===== src/assert_macros.svh =====
// Assertion macros shared by the block hash history table modules.
// Depends on nothing; expects ports named clock and reset in the including module.
`ifndef ASSERT_MACROS_SVH
`define ASSERT_MACROS_SVH

// Checks a property on every clock edge outside of reset.
`define BHHT_ASSERT(lbl, prop, msg) \
   lbl: assert property (@(posedge clock) disable iff (reset) (prop)) else $error(msg);

// Checks that a condition in one cycle is followed by another in the next cycle.
`define BHHT_ASSERT_NEXT(lbl, ante, cons, msg) \
   lbl: assert property (@(posedge clock) disable iff (reset) (ante) |=> (cons)) else $error(msg);

`endif


===== src/bhht_pkg.sv =====
// Shared types and constants for the block hash history table.
// Depends on nothing; imported by every module of the block.
package bhht_pkg;

   localparam int RECENT_DEPTH_DEF     = 256;
   localparam int CHECKPOINT_DEPTH_DEF = 32;
   localparam int MAX_RESULTS          = 64;
   localparam int HASH_W               = 256;
   localparam int HEIGHT_W             = 32;
   localparam int INTERVAL_W           = 20;
   localparam int DENSE_W              = 9;

   localparam logic [19:0] INTERVAL_RESET = 20'd5000;
   localparam logic [8:0]  DENSE_RESET    = 9'd10;

   // Request kinds.
   localparam logic [1:0] REQ_STORE   = 2'd0;
   localparam logic [1:0] REQ_FORGET  = 2'd1;
   localparam logic [1:0] REQ_LOOKUP  = 2'd2;
   localparam logic [1:0] REQ_LOCATOR = 2'd3;

   // Configuration register indexes.
   localparam logic CSR_INTERVAL = 1'b0;
   localparam logic CSR_DENSE    = 1'b1;

   typedef struct packed {
      logic [HEIGHT_W-1:0] height;
      logic [HASH_W-1:0]   hash;
   } entry_type;

   typedef struct packed {
      logic [1:0]          kind;
      logic [HEIGHT_W-1:0] height;
      logic [HASH_W-1:0]   hash;
   } queue_item_type;

   typedef struct packed {
      logic [INTERVAL_W-1:0] interval;
      logic [DENSE_W-1:0]    dense;
   } cfg_type;

   typedef struct packed {
      logic                found;
      logic [HASH_W-1:0]   hash;
      logic                last;
      logic [HEIGHT_W-1:0] height;
   } rsp_item_type;

endpackage


===== src/bhht_front.sv =====
// Front end: accepts request beats and queues them, with their kind, for the engine.
// Depends on bhht_pkg for the queue item type and assert_macros.svh for the checks.
`include "assert_macros.svh"

module bhht_front
   import bhht_pkg::*;
(
   input  logic                clock,
   input  logic                reset,
   input  logic                req_tvalid,
   output logic                req_tready,
   input  logic [1:0]          req_kind,
   input  logic [HEIGHT_W-1:0] req_height,
   input  logic [HASH_W-1:0]   req_hash,
   output logic                q_valid,
   output queue_item_type      q_item,
   input  logic                q_pop
);

   queue_item_type slot_ff [2];
   logic           wptr_ff, wptr_in;
   logic           rptr_ff, rptr_in;
   logic [1:0]     cnt_ff, cnt_in;
   logic           push;

   assign req_tready = (cnt_ff != 2'd2);
   assign push       = req_tvalid && req_tready;
   assign q_valid    = (cnt_ff != 2'd0);
   assign q_item     = slot_ff[rptr_ff];

   // Queue pointers and fill count.
   always_comb begin
      wptr_in = wptr_ff;
      rptr_in = rptr_ff;
      cnt_in  = cnt_ff;
      if (push) begin
         wptr_in = ~wptr_ff;
      end
      if (q_pop) begin
         rptr_in = ~rptr_ff;
      end
      case ({push, q_pop})
         2'b10:   cnt_in = cnt_ff + 2'd1;
         2'b01:   cnt_in = cnt_ff - 2'd1;
         default: cnt_in = cnt_ff;
      endcase
   end

   always_ff @(posedge clock) begin
      if (reset) begin
         wptr_ff <= 1'b0;
         rptr_ff <= 1'b0;
         cnt_ff  <= 2'd0;
      end else begin
         wptr_ff <= wptr_in;
         rptr_ff <= rptr_in;
         cnt_ff  <= cnt_in;
      end
   end

   // Slot storage; the request kind is kept as received for the engine.
   always_ff @(posedge clock) begin
      if (push) begin
         slot_ff[wptr_ff] <= '{kind: req_kind, height: req_height, hash: req_hash};
      end
   end

   `BHHT_ASSERT(a_fifo_bound, cnt_ff <= 2'd2, "request queue over full")
   `BHHT_ASSERT(a_pop_nonempty, !(q_pop && (cnt_ff == 2'd0)), "pop from empty request queue")

endmodule


===== config.mk =====
export PLATFORM = sky130hd
export DESIGN_NAME = bhht_front
export DESIGN_NICKNAME = d
export VERILOG_FILES = /design/src/bhht_pkg.sv /design/src/bhht_front.sv
export VERILOG_INCLUDE_DIRS = /design/src /design/src/src
export SDC_FILE = /design/constraint.sdc
export NUM_CORES = 1
export LEC_CHECK = 0
export BUFFER_PORTS_ARGS = -buffer_cell sky130_fd_sc_hd__buf_4
export CAP_MARGIN = 20
export CORE_MARGIN = 3
export CORE_UTILIZATION = 35
export DETAILED_ROUTE_END_ITERATION = 10
export PLACE_DENSITY = 0.69
export SYNTH_ARGS = -nofsm -noshare
export SYNTH_HDL_FRONTEND = slang
export SYNTH_SLANG_ARGS = --single-unit

===== constraint.sdc =====
create_clock -name clock -period 12.82 [get_ports clock]
set_input_delay 1.923 -clock clock [delete_from_list [all_inputs] [get_ports clock]]
set_output_delay 1.923 -clock clock [all_outputs]
set_load 0.05 [all_outputs]

==> results.md <==
* Io pins at 586
* Part of the power in the clock network at 33.8%
* Leak at 10.82 nW
* Drt wl/cell at 20.44 um
* Reg area at 17,520 um2
* Comb power frac at 21.1%
* CTS tree: done
* Count leader, synth: edfxtp_1
* Hold Crit Depth at 2
* GPL Wtd Cong at 0.7758
* Post-CTS sizing at 0
* Count of max-cap constraint violations at 0
* # setup viols final at 0
* Post-Syn Instances at 925
* Die Ht at 253.9 um
* Die X at 253.9 um
* Fillers at 5,034
* 1st-pass router iterations at 7
* Startpoint types: flop
* Post-synthesis net count at 1,220
* Final Cycle Share at 46.41%
* Vias per Instance at 4.551
* Pin count of the biggest net entering global routing at 108
* Reg power frac at 45.1%
* Worst-path clk slew at 0.06 ns
* Final ANT Viol Nets at 0
* Final Hold Viols at 0
* RSZ-0062 raised after global routing: false
* Final min period at 5.949 ns
* Top cells by count, synth: 580 x edfxtp_1, 190 x mux2_2, 100 x mux2_4, 20 x buf_2, 11 x buf_6
* Area grow syn2layout at 33.76%
* Layout Cells excl Fill at 2,379
* R2R Path Start: cnt_ff[0]$_SDFFE_PP0P_
* Final Max Tran Viols at 0
* Net Sw Power at 1.471 mW
* Worst EP arrival at 4.03 ns
* Num Clock Sinks at 585
* Hold WC Path Type: flop to flop
* Hold_sp: cnt_ff[1]$_SDFFE_PP0P_
* Avg Cell Area, Syn at 23.25 um2
* Dpl hpwl at 33.75 mm
* Total Routing Usage GR at 14.25%
* Post-synth EDFFs at 580
* Grt total ovfl at 0
* Sw Share at 28.22%
* Worst Hold End: cnt_ff[1]$_SDFFE_PP0P_
* Yosys top cell area share at 80.99%
* First-pass GRT wire length at 69.49 mm
* Root buffer cell: clkbuf_16
* Peak Freq at 168.1 MHz
* Initial Utilization at 35.50%
* CP required at 10.90 ns
* Initial antenna violation count at 3
* Placeable Area at 60,580 um2
* CP Capture Type: output port
* DP Worst Slack at 7.459 ns
* Vias in the first global route at 11,630
* Sequential area share after synthesis at 81.46%
* Pwr Density at 181.2 nW/um2
* Total Nets Final at 1,846
* Worst setup margin at 6.871 ns
* H-tree Lvls at 2
* Port Buffer Count at 585
* Std-Cell Rows at 90
* Clock buffer depth at 3
* R2R setup slack at 9.25 ns
* Synthesized area at 21,500 um2
* Int Power at 3.742 mW
* Outcome: complete, no violations
* Yosys cell types at 21
* Vias at 10,830
* Critical Path Fanout Max at 63
* R2R Path End: slot_ff[0][190]$_DFFE_PP_
* Starting DRT DRC Count at 524
* Post-Route WL at 48.63 mm
* Synth async-reset ratio at 0%
* Most common flop cell mapped by yosys: edfxtp_1
* Yosys reg bits at 585
* CTS buffer count at 59
* Multi-input gate area at 3757 um2
* Relative slew slack at 31.86%
* Dpl cells at 2,271
* Total die area at 64,450 um2
* Top post-synthesis cells by area: edfxtp_1 81%, mux2_2 9.9%, mux2_4 7.0%
* Worst slew pin tran at 1.022 ns
* Post-CTS Setup Bufs at 0
* Largest area contributor in the netlist: edfxtp_1
* Layout cell share with drive strength beyond 1 at 61.13%
* Peak VDD IR at 0.1395 mV
* Clk_lat worst skew at 0.59 ns
* Worst R2R Path Depth at 5
* Worst Skew at 0.01186 ns
* Critical path class: flop to output port
* Syn. warnings at 0
* DRC at 0
* CTS Hold Buffers Added at 0
* Fin Setup TNS at 0 ns
[power by group through the flow]
stage | combinational [mW] | sequential (mW) | clock, mW
floorplan | 0.764 | 2.42 | 0
global placement | 1.10 | 2.38 | 0
detailed placement | 1.11 | 2.39 | 0
CTS | 1.11 | 2.35 | 1.81
global route | 1.15 | 2.36 | 1.88
finish | 1.10 | 2.35 | 1.76
[routing by layer]
layer  vias to the layer above  share of wire [%]  track usage, %
li1                       4951                  -               -
met5                         -                  0               0
met4                         0                3.4           5.242
met2                       397                 51           25.22
met3                        91                8.3           4.902
met1                      5389                 37           15.92
[critical path, cell delays in order, from the launching register on]
cell     delay [ns]
dfxtp_4        0.90
buf_4          0.84
buf_4          0.92
mux2_2         0.43
buf_4          0.19
[layout make-up]
type / count / area share (%)
sequential: 585 / 60.91
tap: 782 / 3.401
timing repair buffer: 597 / 15.65
clock inverter: 34 / 1.483
inverter: 1 / 0.03915
multi-input combinational: 307 / 13.06
clock buffer: 71 / 5.437
antenna: 2 / 0.01740
[worst max path at each step]
stage | from | to | slack, ns | depth (start not counted)
2_1_floorplan | req_tvalid | slot_ff[1][0]$_DFFE_PP_ | 3.56 | 1
3_3_place_gp | flop | q_item[14] | 7.52 | 4
3_5_place_dp | flop | q_item[65] | 7.46 | 4
4_1_cts | flop | q_item[65] | 6.80 | 4
5_1_grt | flop | q_item[65] | 6.64 | 4
6_report | flop | q_item[65] | 6.87 | 4
[cell families (layout without fill, tap and decap cells)]
kind of cell	Yosys count	after routing	share of synthesized area (%)
AO/OA/AOI/OAI	4	4	0.1163
XOR/XNOR	3	3	0.1222
adder cells (fa/ha/maj)	1	1	0.05817
buffers and inverters	33	703	1.094
flip-flops	585	585	81.46
multiplexers	290	290	16.93
other	0	2	0
AND/OR/NAND/NOR	9	9	0.2212
[flip-flops by register name, indices dropped and copies added, names as in the netlist, named ones only]
name / cells
slot_ff: 580
cnt_ff: 2
rptr_ff: 1
wptr_ff: 1
[through the flow]
step	hold slack, ns	util (%)	instance area, um2	total power [mW]
after floorplan	0.4608	-	21500	3.185
after global placement	0.4722	44.14	26740	3.486
after global routing	0.5384	47.48	28770	5.397
after detailed placement	0.4922	44.14	26740	3.504
after CTS	0.5054	47.43	28730	5.282
final	0.4940	47.48	28770	5.214
[placed cells by master, fill, tap and decap left out, types with 2 or more instances in the layout]
cell,Yosys,routed
mux2_2,190,190
clkbuf_1,0,10
xnor2_1,2,2
nor2_1,3,3
diode_2,0,2
a21oi_1,2,2
mux2_4,100,100
edfxtp_1,580,580
inv_8,0,2
clkbuf_16,0,61
bufinv_16,0,10
clkinv_2,0,6
clkinv_1,0,12
clkinvlp_4,0,3
buf_4,1,596
dfxtp_1,5,4
(Power assumes the default switching activity.)
